## config.mk

```make
export PLATFORM = sky130hd
export DESIGN_NAME = ppi_port_interface
export DESIGN_NICKNAME = d
export VERILOG_FILES = /design/src/hdl/ppi_pkg.sv /design/src/hdl/ppi_port_interface.sv
export VERILOG_INCLUDE_DIRS = /design/src /design/src/hdl
export SDC_FILE = /design/constraint.sdc
export NUM_CORES = 1
export LEC_CHECK = 0
export ABC_CLOCK_PERIOD_IN_PS = 2950
export BUFFER_PORTS_ARGS = -buffer_cell sky130_fd_sc_hd__buf_2
export CELL_PAD_IN_SITES_DETAIL_PLACEMENT = 1
export CELL_PAD_IN_SITES_GLOBAL_PLACEMENT = 2
export CORE_ASPECT_RATIO = 1.2
export CORE_UTILIZATION = 38
export DETAILED_ROUTE_END_ITERATION = 8
export HOLD_SLACK_MARGIN = 0.03
export PLACE_DENSITY = 0.81
export SLEW_MARGIN = 20
export SYNTH_ARGS = -nofsm -noshare
export SYNTH_HDL_FRONTEND = slang
export SYNTH_SLANG_ARGS = --single-unit
```

## constraint.sdc

```tcl
create_clock -name clk -period 2.95 [get_ports clk]
set_input_delay 0.4425 -clock clk [delete_from_list [all_inputs] [get_ports clk]]
set_output_delay 0.4425 -clock clk [all_outputs]
set_load 0.05 [all_outputs]
```

## src/hdl/ppi_port_interface_assert.svh

```systemverilog
// ----------------------------------------------------------------------------
// PPI port interface assertion macros
// Shared concurrent check forms, clocked on clk and quiet during reset.
// ----------------------------------------------------------------------------
`ifndef PPI_PORT_INTERFACE_ASSERT_SVH
`define PPI_PORT_INTERFACE_ASSERT_SVH

// Same-cycle implication.
`define PPI_ASSERT_NOW(label, ante, cons, msg) \
	label: assert property (@(posedge clk) disable iff (!arst_n) (ante) |-> (cons)) \
		else $error(msg);

// Next-cycle implication.
`define PPI_ASSERT_NEXT(label, ante, cons, msg) \
	label: assert property (@(posedge clk) disable iff (!arst_n) (ante) |=> (cons)) \
		else $error(msg);

`endif

```

## src/hdl/ppi_pkg.sv

```systemverilog
// ----------------------------------------------------------------------------
// PPI package
// Address decode values, control word fields, register indexes and the
// packed layouts of one access and one result.
// ----------------------------------------------------------------------------
package ppi_pkg;

	localparam logic [7:0] ADDR_PORT_A = 8'hF4;
	localparam logic [7:0] ADDR_PORT_B = 8'hF5;
	localparam logic [7:0] ADDR_PORT_C = 8'hF6;
	localparam logic [7:0] ADDR_CTRL   = 8'hF7;

	// Direction bit positions, 1 = input
	localparam int unsigned DIR_A  = 3;
	localparam int unsigned DIR_B  = 2;
	localparam int unsigned DIR_CH = 1;
	localparam int unsigned DIR_CL = 0;
	localparam logic [3:0]  DIR_RESET = 4'hF;

	// Control word: bit 7 set selects a mode set, clear a bit set/reset
	localparam int unsigned CW_MODE_SET = 7;

	// Port C bits 7..6 drive the sound-chip bus function
	typedef enum logic [1:0] {
		PSG_FN_INACTIVE = 2'b00,
		PSG_FN_READ     = 2'b01,
		PSG_FN_WRITE    = 2'b10,
		PSG_FN_SELECT   = 2'b11
	} psg_fn_t;

	typedef enum logic [1:0] {
		CFG_MANUFACTURER = 2'd0,
		CFG_REFRESH_50HZ = 2'd1,
		CFG_PRINTER_BUSY = 2'd2
	} cfg_index_t;

	localparam int unsigned CFG_DATA_W = 3;

	// One access, lowest field in the lowest bits (27 bits)
	typedef struct packed {
		logic       tape_motor_running;
		logic       tape_level;
		logic       vsync;
		logic [7:0] psg_read_data;
		logic [7:0] write_data;
		logic [7:0] address_high;
	} ppi_in_t;

	// One result, lowest field in the lowest bits (32 bits)
	typedef struct packed {
		logic [7:0] row_value;
		logic       row_select_strobe;
		logic       tape_write_level;
		logic       motor_on;
		logic       motor_update;
		logic [7:0] psg_bus_value;
		logic       psg_write_strobe;
		logic       psg_select_strobe;
		logic       psg_read_request;
		logic [7:0] read_data;
		logic       handled;
	} ppi_res_t;

	localparam int unsigned IN_W  = $bits(ppi_in_t);
	localparam int unsigned RES_W = $bits(ppi_res_t);

endpackage

```

## src/hdl/ppi_port_interface.sv

```systemverilog
// ----------------------------------------------------------------------------
// PPI port interface
// 8255-style parallel port (mode 0) on an I/O bus: ports A, B and C, control
// word and port C bit set/reset, with sound-chip, cassette and keyboard side
// effects of port C updates to the halves set as outputs.
// ----------------------------------------------------------------------------
// Usage:
//   Each slave-side transaction is one I/O access. s_tuser carries the
//   direction (1 = OUT, 0 = IN), s_tdata the address high byte, write byte,
//   sound-chip read byte and the vsync, tape level and motor status levels.
//   Every access yields exactly one master-side transaction with the handled
//   flag, read byte and the strobes and values for the sound chip, cassette
//   motor and level, and keyboard row select.
//   The access lands in the input register when accepted and moves on to
//   the result register, raising m_tvalid, once that register is free.
//   Throughput: one access per cycle while m_tready is high; the decode,
//   latch update and read mux sit in one level of logic between the two
//   registers; the port latches load in the same cycle as the result.
//   Stall: while m_tready is low the result is held; one more access may wait
//   in the input register, after which s_tready drops.
//   Reset: port latches and cassette level clear, all ports become inputs,
//   configuration returns to manufacturer code 7, 50 Hz and printer busy.
//   Configuration writes (cfg_wr_en, cfg_index, cfg_data) take effect at the
//   clock edge and are meant to be issued while no access is in flight.
// ----------------------------------------------------------------------------
`include "ppi_port_interface_assert.svh"

module ppi_port_interface
	import ppi_pkg::*;
(
	input  logic                  clk,
	input  logic                  arst_n,
	// slave side: one I/O access
	input  logic                  s_tvalid,
	output logic                  s_tready,
	// [7:0] address_high, [15:8] write_data, [23:16] psg_read_data,
	// [24] vsync, [25] tape_level, [26] tape_motor_running, [31:27] zero
	input  logic [31:0]           s_tdata,
	// [0] is_write
	input  logic                  s_tuser,
	// master side: one result
	output logic                  m_tvalid,
	input  logic                  m_tready,
	// [0] handled, [8:1] read_data, [9] psg_read_request,
	// [10] psg_select_strobe, [11] psg_write_strobe, [19:12] psg_bus_value,
	// [20] motor_update, [21] motor_on, [22] tape_write_level,
	// [23] row_select_strobe, [31:24] row_value
	output logic [31:0]           m_tdata,
	// configuration write port
	input  logic                  cfg_wr_en,
	input  logic [1:0]            cfg_index,
	input  logic [CFG_DATA_W-1:0] cfg_data
);

	// Input register
	logic     v_s1;
	ppi_in_t  in_s1;
	logic     wr_s1;

	// Result register
	logic     v_s2;
	ppi_res_t res_s2;

	// Port state
	logic [7:0] port_a_q;
	logic [7:0] port_b_q;
	logic [7:0] port_c_q;
	logic [3:0] dir_q;
	logic       lvl_q;

	// Configuration
	logic [2:0] manuf_q;
	logic       hz50_q;
	logic       busy_q;

	// Next state and result of the access in the input register
	logic [7:0] port_a_n;
	logic [7:0] port_b_n;
	logic [7:0] port_c_n;
	logic [3:0] dir_n;
	logic       lvl_n;
	logic       c_upd;
	psg_fn_t    psg_fn;
	ppi_res_t   res_n;

	logic adv;
	logic fire;

	// Result register frees up when empty or being taken
	assign adv      = !v_s2 || m_tready;
	assign fire     = v_s1 && adv;
	assign s_tready = !v_s1 || adv;
	assign m_tvalid = v_s2;
	assign m_tdata  = res_s2;

	// Capture the access
	always_ff @(posedge clk or negedge arst_n) begin
		if (!arst_n) begin
			v_s1 <= 1'b0;
		end else if (s_tready) begin
			v_s1 <= s_tvalid;
		end
	end

	always_ff @(posedge clk) begin
		if (s_tready && s_tvalid) begin
			in_s1 <= ppi_in_t'(s_tdata[IN_W-1:0]);
			wr_s1 <= s_tuser;
		end
	end

	// Decode, update the latches and form the result
	always_comb begin
		port_a_n = port_a_q;
		port_b_n = port_b_q;
		port_c_n = port_c_q;
		dir_n    = dir_q;
		lvl_n    = lvl_q;
		c_upd    = 1'b0;
		res_n    = '0;

		if (wr_s1) begin
			case (in_s1.address_high)
				ADDR_PORT_A: begin
					if (!dir_q[DIR_A]) begin
						port_a_n = in_s1.write_data;
					end
					res_n.handled = 1'b1;
				end
				ADDR_PORT_B: begin
					if (!dir_q[DIR_B]) begin
						port_b_n = in_s1.write_data;
					end
					res_n.handled = 1'b1;
				end
				ADDR_PORT_C: begin
					port_c_n      = in_s1.write_data;
					c_upd         = 1'b1;
					res_n.handled = 1'b1;
				end
				ADDR_CTRL: begin
					if (in_s1.write_data[CW_MODE_SET]) begin
						// Mode set: clear latches, load directions
						port_a_n = '0;
						port_b_n = '0;
						port_c_n = '0;
						dir_n    = {in_s1.write_data[4], in_s1.write_data[1],
						            in_s1.write_data[3], in_s1.write_data[0]};
					end else begin
						// Bit set/reset on port C
						port_c_n[in_s1.write_data[3:1]] = in_s1.write_data[0];
						c_upd = 1'b1;
					end
					res_n.handled = 1'b1;
				end
				default: begin
				end
			endcase
		end else begin
			case (in_s1.address_high)
				ADDR_PORT_A: begin
					if (dir_q[DIR_A]) begin
						if (psg_fn_t'(port_c_q[7:6]) == PSG_FN_READ) begin
							res_n.read_data        = in_s1.psg_read_data;
							res_n.psg_read_request = 1'b1;
						end else begin
							res_n.read_data = 8'hFF;
						end
					end else begin
						res_n.read_data = port_a_q;
					end
					res_n.handled = 1'b1;
				end
				ADDR_PORT_B: begin
					if (dir_q[DIR_B]) begin
						res_n.read_data = {in_s1.tape_level, busy_q, 1'b0, hz50_q,
						                   manuf_q, in_s1.vsync};
					end else begin
						res_n.read_data = port_b_q;
					end
					res_n.handled = 1'b1;
				end
				ADDR_PORT_C: begin
					if (dir_q[DIR_CH]) begin
						res_n.read_data = {port_c_q[7:6], 1'b0,
						                   in_s1.tape_motor_running, port_c_q[3:0]};
					end else begin
						res_n.read_data = 8'hFF;
					end
					res_n.handled = 1'b1;
				end
				default: begin
				end
			endcase
		end

		// Port C update: upper half drives sound chip, motor and cassette level
		psg_fn = psg_fn_t'(port_c_n[7:6]);
		if (c_upd && !dir_q[DIR_CH]) begin
			lvl_n              = port_c_n[5];
			res_n.motor_update = 1'b1;
			res_n.motor_on     = port_c_n[4];
			case (psg_fn)
				PSG_FN_SELECT: begin
					res_n.psg_select_strobe = 1'b1;
					res_n.psg_bus_value     = port_a_q;
				end
				PSG_FN_WRITE: begin
					res_n.psg_write_strobe = 1'b1;
					res_n.psg_bus_value    = port_a_q;
				end
				default: begin
				end
			endcase
		end
		// Lower half drives the keyboard row select
		if (c_upd && !dir_q[DIR_CL]) begin
			res_n.row_select_strobe = 1'b1;
			res_n.row_value         = port_c_n;
		end
		res_n.tape_write_level = lvl_n;
	end

	// Port state advances with each access that moves into the result register
	always_ff @(posedge clk or negedge arst_n) begin
		if (!arst_n) begin
			port_a_q <= '0;
			port_b_q <= '0;
			port_c_q <= '0;
			dir_q    <= DIR_RESET;
			lvl_q    <= 1'b0;
		end else if (fire) begin
			port_a_q <= port_a_n;
			port_b_q <= port_b_n;
			port_c_q <= port_c_n;
			dir_q    <= dir_n;
			lvl_q    <= lvl_n;
		end
	end

	// Result register
	always_ff @(posedge clk or negedge arst_n) begin
		if (!arst_n) begin
			v_s2 <= 1'b0;
		end else if (adv) begin
			v_s2 <= v_s1;
		end
	end

	always_ff @(posedge clk) begin
		if (fire) begin
			res_s2 <= res_n;
		end
	end

	// Configuration registers; indexes past the list are dropped
	always_ff @(posedge clk or negedge arst_n) begin
		if (!arst_n) begin
			manuf_q <= 3'd7;
			hz50_q  <= 1'b1;
			busy_q  <= 1'b1;
		end else if (cfg_wr_en) begin
			case (cfg_index_t'(cfg_index))
				CFG_MANUFACTURER: manuf_q <= cfg_data[2:0];
				CFG_REFRESH_50HZ: hz50_q  <= cfg_data[0];
				CFG_PRINTER_BUSY: busy_q  <= cfg_data[0];
				default: begin
				end
			endcase
		end
	end

	// Checks
	`PPI_ASSERT_NOW(a_full_blocks_input, v_s1 && v_s2 && !m_tready, !s_tready, "input taken while both stages are full")
	`PPI_ASSERT_NOW(a_psg_strobes_excl, v_s2, !(res_s2.psg_select_strobe && res_s2.psg_write_strobe), "both sound-chip strobes in one result")
	`PPI_ASSERT_NOW(a_unhandled_quiet, v_s2 && !res_s2.handled, !(res_s2.motor_update || res_s2.row_select_strobe || res_s2.psg_read_request || (res_s2.read_data != 8'h00)), "side effect on an unhandled access")
	`PPI_ASSERT_NEXT(a_mode_set_clears, fire && wr_s1 && (in_s1.address_high == ADDR_CTRL) && in_s1.write_data[CW_MODE_SET], (port_a_q == 8'h00) && (port_b_q == 8'h00) && (port_c_q == 8'h00), "mode set left a port latch loaded")

endmodule

```

==> impl_metrics.json, run 1 <==
{
  "globalRouteMet2Util_pct": 31.12,
  "grt_start_max_net_pins": 37,
  "grt-ovfl-total": 0,
  "insertion_delay_ns": 0.35,
  "reg2reg_depth": 4,
  "die_width_um": 98.36,
  "critPathArrivalTime_ns": 2.52,
  "post-cts-setup-buffers": 0,
  "synthesis.nets": 343,
  "r2r_end": "port_b_q[6]",
  "r2r-start": "in_s1[3]",
  "setup_ws_ns": 0.6624,
  "synthCells": 300,
  "path_class": "reg -> reg",
  "cts_tree": "done",
  "grt_util_all_layers_pct": 18.14,
  "max_slew.worst_pin.slew_ns": 0.8666,
  "cp_max_fo": 8,
  "drc": 2,
  "violations": "DRC",
  "ios": 77,
  "rows": 41,
  "num-nets-final": 416,
  "fin_setup_tns_ns": 0,
  "synthArstFlopShare_pct": 37.50,
  "regToRegSetupSlack_ns": 0.66,
  "synth.avg_cell_area_um2": 14.11,
  "ys_ff_latch": 96,
  "setup_viol": 0,
  "worst_setup_path_end_kind": "flip-flop",
  "fin_skew_ns": 0.009531,
  "start_kind": "flip-flop",
  "htreeDepth": 3,
  "cts_buffers": 9,
  "relSlewSlack_pct": 42.23,
  "nFillCells": 1128,
  "powerDensity_nw_per_um2": 621.5,
  "gp_congestion": 0.7828,
  "crit_required_ns": 3.18,
  "wire_per_inst_um": 19.57,
  "final_area_um2": 5007,
  "core_area_um2": 10670,
  "antenna_left": 0,
  "met3_usage_pct": 3.385,
  "via_per_inst": 5.353,
  "cts.hold.buffers_added": 0,
  "drv_cap": 0,
  "placed_area_um2": 4688,
  "vias": 2714,
  "drtPass1Iterations": 8,
  "antenna_found_initial": 0,
  "vdd_drop_max_mv": 0.2869,
  "final.period_utilization_pct": 77.55,
  "leakage_nw": 2.052,
  "cts_resized": 0,
  "drive_gt1_share_pct": 38.62,
  "clkTransAtPathRegs_ns": 0.07,
  "synth_area_um2": 4234,
  "preCtsSetupSlack_ns": 0.6258,
  "synth_seq_area_share_pct": 64.10,
  "hold_class": "in -> async",
  "ys_types": 45,
  "dp_hpwl_um": 6769,
  "drtIter0Drc": 151,
  "clockBufferDepth": 2,
  "rsz0062_at_grt": "no",
  "diodes": 0,
  "die_height_um": 117.6,
  "grt_first_pass_wirelength_um": 15810,
  "synth_edf_count": 60,
  "initial_core_util_pct": 39.68,
  "fmax_ghz": 0.4371,
  "ys.flop_type": "edfxtp_1",
  "wl_um": 9922,
  "gr-usage-met1_pct": 22.43,
  "drv_slew": 0,
  "top_usage_layer": "met2",
  "outcome": "finished with violations",
  "fin_crit_ns": 2.288,
  "clkSinkCount": 96,
  "syn_to_final_growth_pct": 18.26,
  "cts_root_buf": "clkbuf_16",
  "yosysWarnings": 0,
  "grt_pass1_vias": 2928,
  "hold_viol": 0,
  "io_buffers": 71,
  "dieArea_um2": 11570
}
## per-stage QoR
step / power [mW] / std cells / util (%) / hold WS [ns]
after floorplan: 1.823 / 300 / - / 0.1469
after global placement: 1.920 / 491 / 43.94 / 0.4835
after detailed placement: 1.929 / 491 / 43.94 / 0.4936
after CTS: 3.146 / 507 / 46.93 / 0.2244
after global routing: 3.221 / 507 / 46.93 / 0.2561
final: 3.112 / 507 / 46.93 / 0.2080
## sequential cells by signal (all words and copies together) (netlist names)
| signal | count |
|---|---|
| busy_q | 1 |
| dir_q | 4 |
| hz50_q | 1 |
| in_s1 | 27 |
| lvl_q | 1 |
| m_tdata | 32 |
| m_tvalid | 1 |
| manuf_q | 3 |
| port_a_q | 8 |
| port_b_q | 8 |
| port_c_q | 8 |
| v_s1 | 1 |
| wr_s1 | 1 |
## layout make-up
cell class                 count  area, µm²  share of cell area, %
sequential                    96       2714                  54.20
timing repair buffer          76      392.9                  7.846
tap                          129      161.4                  3.223
clock inverter                 4      30.03                 0.5997
clock buffer                  12      289.0                  5.772
inverter                       5      18.77                 0.3748
multi-input combinational    185       1401                  27.99
## cells by family after synthesis
kind of cell	count (synthesis)	synth area share (%)
multiplexers	45	11.73
buffers and inverters	19	2.807
AND/OR/NAND/NOR	96	13.95
flip-flops	96	64.10
AO/OA/AOI/OAI	44	7.418
## how the worst max path moves through the flow
stage,to,slack [ns],cells after the start,startpoint
after floorplan,port_c_q[2],0.58,5,m_tvalid
after detailed placement,port_b_q[7],0.63,4,in_s1[3]
final,port_b_q[6],0.66,4,in_s1[3]
after CTS,port_b_q[7],0.64,4,in_s1[3]
after global routing,port_c_q[5],0.55,4,in_s1[1]
after global placement,port_b_q[4],0.63,4,in_s1[3]
## routing by layer
| metal | vias to the layer above | wire, µm |
|---|---|---|
| met5 | - | 0 |
| met4 | 0 | 145 |
| met3 | 12 | 293 |
| met2 | 59 | 5131 |
| met1 | 1374 | 4351 |
| li1 | 1269 | - |
## worst max-delay path, stage by stage (launching register included)
cell and delay [ns]:
edfxtp_1 0.38, nand4b_4 0.23, or2_0 0.44, nor4b_4 0.72
mux2_2 0.41
## synth_stat cells, types with 6 or more instances
master | count | area, µm²
a21oi_1 | 14 | 70.07
and2_1 | 10 | 62.56
dfrtp_1 | 27 | 675.7
dfstp_2 | 9 | 236.5
edfxtp_1 | 60 | 1802
mux2_2 | 37 | 416.7
mux2i_1 | 8 | 80.08
nand2_1 | 19 | 71.32
nand2b_1 | 6 | 37.54
nand3b_1 | 12 | 90.09
nor2_1 | 11 | 41.29
nor2b_1 | 12 | 75.07
nor3_1 | 6 | 30.03
o221ai_1 | 8 | 70.07
o22a_1 | 6 | 52.55
## where the power goes
part,switching [mW],internal (mW)
logic,0.202,0.0959
registers,0.0676,1.53
clock network,0.510,0.702
## placed cells by master (no fill, tap or decap), types with 2 or more instances in the layout
master	Yosys	final
buf_2	1	71
edfxtp_1	60	60
mux2_2	37	37
dfrtp_1	27	27
nand2_1	19	19
a21oi_1	14	14
nand3b_1	12	12
nor2b_1	12	12
nor2_1	11	11
clkbuf_16	0	11
and2_1	10	10
dfstp_2	9	9
mux2i_1	8	8
o221ai_1	8	8
nand2b_1	6	6
nor3_1	6	6
o22a_1	6	6
inv_1	5	5
o21ai_0	5	5
buf_4	2	5
nor3b_1	3	3
nand3_1	3	3
and2b_2	3	3
and3_1	2	2
o41ai_1	2	2
inv_6	0	2
(Power assumes the default switching activity.)
==> run 2: changes to the inputs <==
--- a/config.mk
+++ b/config.mk
@@ -6,7 +6,7 @@
 export SDC_FILE = /design/constraint.sdc
 export NUM_CORES = 1
 export LEC_CHECK = 0
-export ABC_CLOCK_PERIOD_IN_PS = 2950
+export ABC_CLOCK_PERIOD_IN_PS = 2210
 export BUFFER_PORTS_ARGS = -buffer_cell sky130_fd_sc_hd__buf_2
 export CELL_PAD_IN_SITES_DETAIL_PLACEMENT = 1
 export CELL_PAD_IN_SITES_GLOBAL_PLACEMENT = 2
==> constraint.sdc (replaced) <==
create_clock -name clk -period 2.21 [get_ports clk]
set_input_delay 0.3315 -clock clk [delete_from_list [all_inputs] [get_ports clk]]
set_output_delay 0.3315 -clock clk [all_outputs]
set_load 0.05 [all_outputs]
==> run 2 against run 1 <==
  * The flow now finishes without violations
  * Cell count up 3.4%
  * Utilization up 1.4 points
  * Sequential power up 33%
  * Register-to-register slack worse by 0.40 ns
  * Hold slack worse by 0.11 ns
  * Die area unchanged
  * Fmax up 17%
  * First-iteration DRC count up 1.3%
  * Largest cell class unchanged
  * Largest power group unchanged
==> impl_metrics.json, run 2 (synthesis results as in run 1) <==
{
  "outcome": "complete, no violations",
  "globalRouteMet2Util_pct": 32.26,
  "die_height_um": 117.6,
  "htreeDepth": 3,
  "reg2reg_depth": 6,
  "clockBufferDepth": 2,
  "io_buffers": 71,
  "cts_buffers": 9,
  "die_width_um": 98.36,
  "largest_reg_flops": 32,
  "wire_per_inst_um": 19.18,
  "cts_resized": 0,
  "grt-ovfl-total": 0,
  "dp.cells": 508,
  "drv_cap": 0,
  "drtIter0Drc": 153,
  "antenna_left": 0,
  "fin_cells": 524,
  "grt_pass1_vias": 3042,
  "final_cell_mix": "buf_2 (71), edfxtp_1 (60), mux2_2 (37), dfrtp_1 (27), buf_4 (22)",
  "drv_slew": 0,
  "vias": 2806,
  "path_class": "reg -> reg",
  "clkSinkCount": 96,
  "grt_util_all_layers_pct": 18.87,
  "final_common_cell": "buf_2",
  "rows": 41,
  "start_kind": "flip-flop",
  "syn_to_final_growth_pct": 21.84,
  "cp_max_fo": 7,
  "gp_congestion": 0.8232,
  "num-nets-final": 433,
  "crit_required_ns": 2.44,
  "hold_class": "in -> async",
  "cts_tree": "done",
  "rsz0062_at_grt": "no",
  "clkTransAtPathRegs_ns": 0.07,
  "max_slew.worst_pin.slew_ns": 0.8548,
  "regToRegSetupSlack_ns": 0.26,
  "fin_skew_ns": 0.008202,
  "relSlewSlack_pct": 43.01,
  "critPathArrivalTime_ns": 2.18,
  "drtPass1Iterations": 7,
  "grt_first_pass_wirelength_um": 16480,
  "cts.hold.buffers_added": 0,
  "core_area_um2": 10670,
  "powerDensity_nw_per_um2": 833.5,
  "utilization_pct": 48.35,
  "top_usage_layer": "met2",
  "via_per_inst": 5.355,
  "setup_viol": 0,
  "final.period_utilization_pct": 88.17,
  "dp_hpwl_um": 7157,
  "diodes": 0,
  "fin_setup_tns_ns": 0,
  "grt_start_max_net_pins": 37,
  "ios": 77,
  "hold_viol": 0,
  "drc": 0,
  "post-cts-setup-buffers": 0,
  "gr-usage-met1_pct": 23.48,
  "wl_um": 10050,
  "fin_crit_ns": 1.949,
  "drive_gt1_share_pct": 41.52,
  "fmax_ghz": 0.5132,
  "leakage_nw": 2.139,
  "dieArea_um2": 11570,
  "initial_core_util_pct": 39.68,
  "worst_setup_path_end_kind": "flip-flop",
  "insertion_delay_ns": 0.34,
  "cts_root_buf": "clkbuf_16",
  "vdd_drop_max_mv": 0.3524,
  "antenna_found_initial": 0,
  "met3_usage_pct": 3.919
}
## run 2: critical path, cell delays in order, from the launching register on
cell and delay, ns:
edfxtp_1 0.36, nand4b_4 0.24, or2_0 0.31, buf_4 0.20, nor3_4 0.20, buf_4 0.19
mux2_2 0.34
## run 2: final cells by class
class / count / area (µm²)
Inverter: 5 / 22.52
Fill cell: 1119 / 5512
Sequential cell: 96 / 2714
Clock buffer: 9 / 225.2
Tap cell: 129 / 161.4
Clock inverter: 7 / 110.1
Multi-Input combinational cell: 185 / 1405
Timing Repair Buffer: 93 / 520.5
## run 2: power by group
group / total [mW] / switching (mW) / internal (mW)
clock network: 1.75 / 0.652 / 1.10
registers: 2.13 / 0.0765 / 2.05
logic: 0.427 / 0.288 / 0.139
## run 2: metal layers
| layer | vias to the layer above | share of wire, % | wire [µm] |
|---|---|---|---|
| met2 | 65 | 52 | 5206 |
| li1 | 1301 | - | - |
| met1 | 1429 | 43 | 4354 |
| met4 | 0 | 1.5 | 153 |
| met5 | - | 0 | 0 |
| met3 | 11 | 3.3 | 333 |
## run 2: stage by stage
step                total power, mW  setup slack, ns  area, µm²  hold WS [ns]
floorplan                     2.435          0.01848       4242       0.03591
global placement              2.577           0.2868       4823        0.4839
detailed placement            2.591           0.2763       4823        0.4934
CTS                           4.355           0.2593       5159        0.1240
global route                  4.458          0.08565       5159        0.1468
finish                        4.300           0.2615       5159        0.1014
## run 2: path summary, 6_finish.rpt
| kind | from | end |
|---|---|---|
| max | in_s1[3] | port_a_q[3] |
| min | arst_n | port_b_q[4] |
| max reg2reg | in_s1[3] | port_a_q[3] |
| min reg2reg | lvl_q | lvl_q |
| max in group asynchronous | arst_n | m_tvalid |
| min in group clk | s_tdata[18] | in_s1[18] |
==> run 3: changes to the inputs <==
==> constraint.sdc (replaced) <==
create_clock -name clk -period 2.21 [get_ports clk]
set_input_delay 0.3315 -clock clk [delete_from_list [all_inputs] [get_ports clk]]
set_output_delay 0.3315 -clock clk [all_outputs]
set_load 0.01 [all_outputs]
==> run 3 against run 2 <==
  * Final area is 0.17% lower
  * Register-to-register slack better by 0.03 ns
  * Count of clock-buffer cells in the layout is 4 higher
  * Fmax is 1.3% higher
  * Via count is 2.4% higher
  * Cell count is 0.95% higher
  * Sequential cell count stayed put
  * Non-clock buffer count is 5 higher
  * Combinational power is 25% lower
  * Critical path depth is 2 lower
  * Routed wire length is 2.5% higher
  * Power is 7.7% lower
  * Critical path type unchanged
  * Critical endpoint is now m_tdata[11]
==> impl_metrics.json, run 3 (synthesis results as in run 1) <==
{
  "outcome": "complete, no violations",
  "crit_end": "m_tdata[11]",
  "relSlewSlack_pct": 41.20,
  "cts.hold.buffers_added": 0,
  "cts_resized": 0,
  "fin_crit_ns": 1.923,
  "cp_cell_sequence": "nor2b_1 -> nand2_1 -> o21ai_0 -> a21boi_0",
  "drtIter0Drc": 123,
  "drtPass1Iterations": 6,
  "path_buf_inv": 0,
  "placed_area_um2": 4866,
  "utilization_pct": 48.26,
  "routed.top_layer": "met4",
  "via_per_inst": 5.431,
  "path_class": "reg -> reg",
  "grt_pass1_vias": 3131,
  "max_slew.worst_pin.slew_ns": 0.8820,
  "gp_congestion": 0.8254,
  "powerDensity_nw_per_um2": 770.3,
  "fmax_ghz": 0.5200,
  "final_cell_mix": "buf_2 (71), edfxtp_1 (60), mux2_2 (37), dfrtp_1 (27), buf_4 (26)",
  "syn_to_final_growth_pct": 21.63,
  "final.period_utilization_pct": 87.01,
  "crit_required_ns": 2.28,
  "dieArea_um2": 11570,
  "routed-wl-met2_um": 5340,
  "leakage_nw": 2.146,
  "antenna_found_initial": 0,
  "hold_viol": 0,
  "hold_class": "in -> async",
  "final_common_cell": "buf_2",
  "met1_length_um": 4320,
  "r2r_end": "m_tdata[11]",
  "slowest_stage": "edfxtp_1",
  "vias": 2873,
  "start_kind": "flip-flop",
  "die_width_um": 98.36,
  "rows": 41,
  "initial_core_util_pct": 39.68,
  "largest_reg_flops": 32,
  "vdd_drop_max_mv": 0.3933,
  "regToRegSetupSlack_ns": 0.29,
  "wire_per_inst_um": 19.47,
  "worst_setup_path_end_kind": "flip-flop",
  "final_area_um2": 5150,
  "drc": 0,
  "rsz0062_at_grt": "no",
  "drv_slew": 0,
  "grt_util_all_layers_pct": 19.08,
  "cts_buffers": 9,
  "die_height_um": 117.6,
  "diodes": 0,
  "num-nets-final": 438,
  "critPathTopFamily": "simple AND/OR/NAND/NOR gates",
  "post-cts-setup-buffers": 0,
  "fin_skew_ns": 0.007212,
  "critPathArrivalTime_ns": 1.99,
  "htreeDepth": 3,
  "drive_gt1_share_pct": 41.00,
  "fin_cells": 529,
  "dr_wl_met3_um": 422,
  "cp_num_cells": 4,
  "insertion_delay_ns": 0.34,
  "wl_um": 10300,
  "core_area_um2": 10670,
  "clockBufferDepth": 2,
  "clkTransAtPathRegs_ns": 0.07,
  "cp_max_fo": 17,
  "drv_cap": 0,
  "io_buffers": 71,
  "grt_start_max_net_pins": 37,
  "cts_root_buf": "clkbuf_16",
  "fin_setup_tns_ns": 0,
  "reg2reg_depth": 4,
  "cp-startpoint": "in_s1[0]",
  "slowest_delay_ns": 0.62,
  "cts_tree": "done",
  "dp_hpwl_um": 7254,
  "grt_first_pass_wirelength_um": 16620,
  "ios": 77,
  "clkSinkCount": 96,
  "dp.cells": 513,
  "antenna_left": 0,
  "r2r-start": "in_s1[0]",
  "grt-ovfl-total": 0,
  "setup_viol": 0
}
## run 3: metal layers
layer / GRT usage (%) / vias to the layer above
met1: 23.38 / 1460
met4: 7.463 / 0
met2: 32.57 / 84
met5: 0 / -
li1: - / 1312
met3: 4.276 / 17
## run 3: worst min-delay path by stage
stage,from,end,slack (ns)
CTS,arst_n,port_b_q[3],0.14
global placement,lvl_q,lvl_q,0.48
floorplan,arst_n,lvl_q,0.04
global route,s_tdata[23],in_s1[23],0.15
detailed placement,arst_n,port_b_q[6],0.50
finish,arst_n,port_a_q[6],0.11
## run 3: layout make-up
class | count | area (µm²)
Clock buffer | 13 | 240.2
Clock inverter | 3 | 43.79
Fill cell | 1136 | 5520
Inverter | 5 | 18.77
Multi-Input combinational cell | 185 | 1401
Sequential cell | 96 | 2714
Tap cell | 129 | 161.4
Timing Repair Buffer | 98 | 570.5
## run 3: report_power, final
part           internal (mW)  total, mW  switching, mW
clock                  0.880       1.52          0.642
combinational          0.141      0.319          0.178
sequential              2.05       2.13         0.0782
total                   3.07       3.97          0.898
## run 3: worst reg2reg max path: stages, from the launching register on
cell and delay (ns):
edfxtp_1 0.62, nor2b_1 0.54, nand2_1 0.13, o21ai_0 0.20
a21boi_0 0.16
## run 3: through the flow
stage               worst slack (ns)  hold slack, ns  total power, mW
floorplan                    0.06464         0.03591            2.319
global placement              0.2962          0.4839            2.466
detailed placement            0.2906          0.4975            2.481
CTS                           0.2814          0.1426            4.005
global route                 0.06769          0.1461            4.116
finish                        0.2870          0.1133            3.967
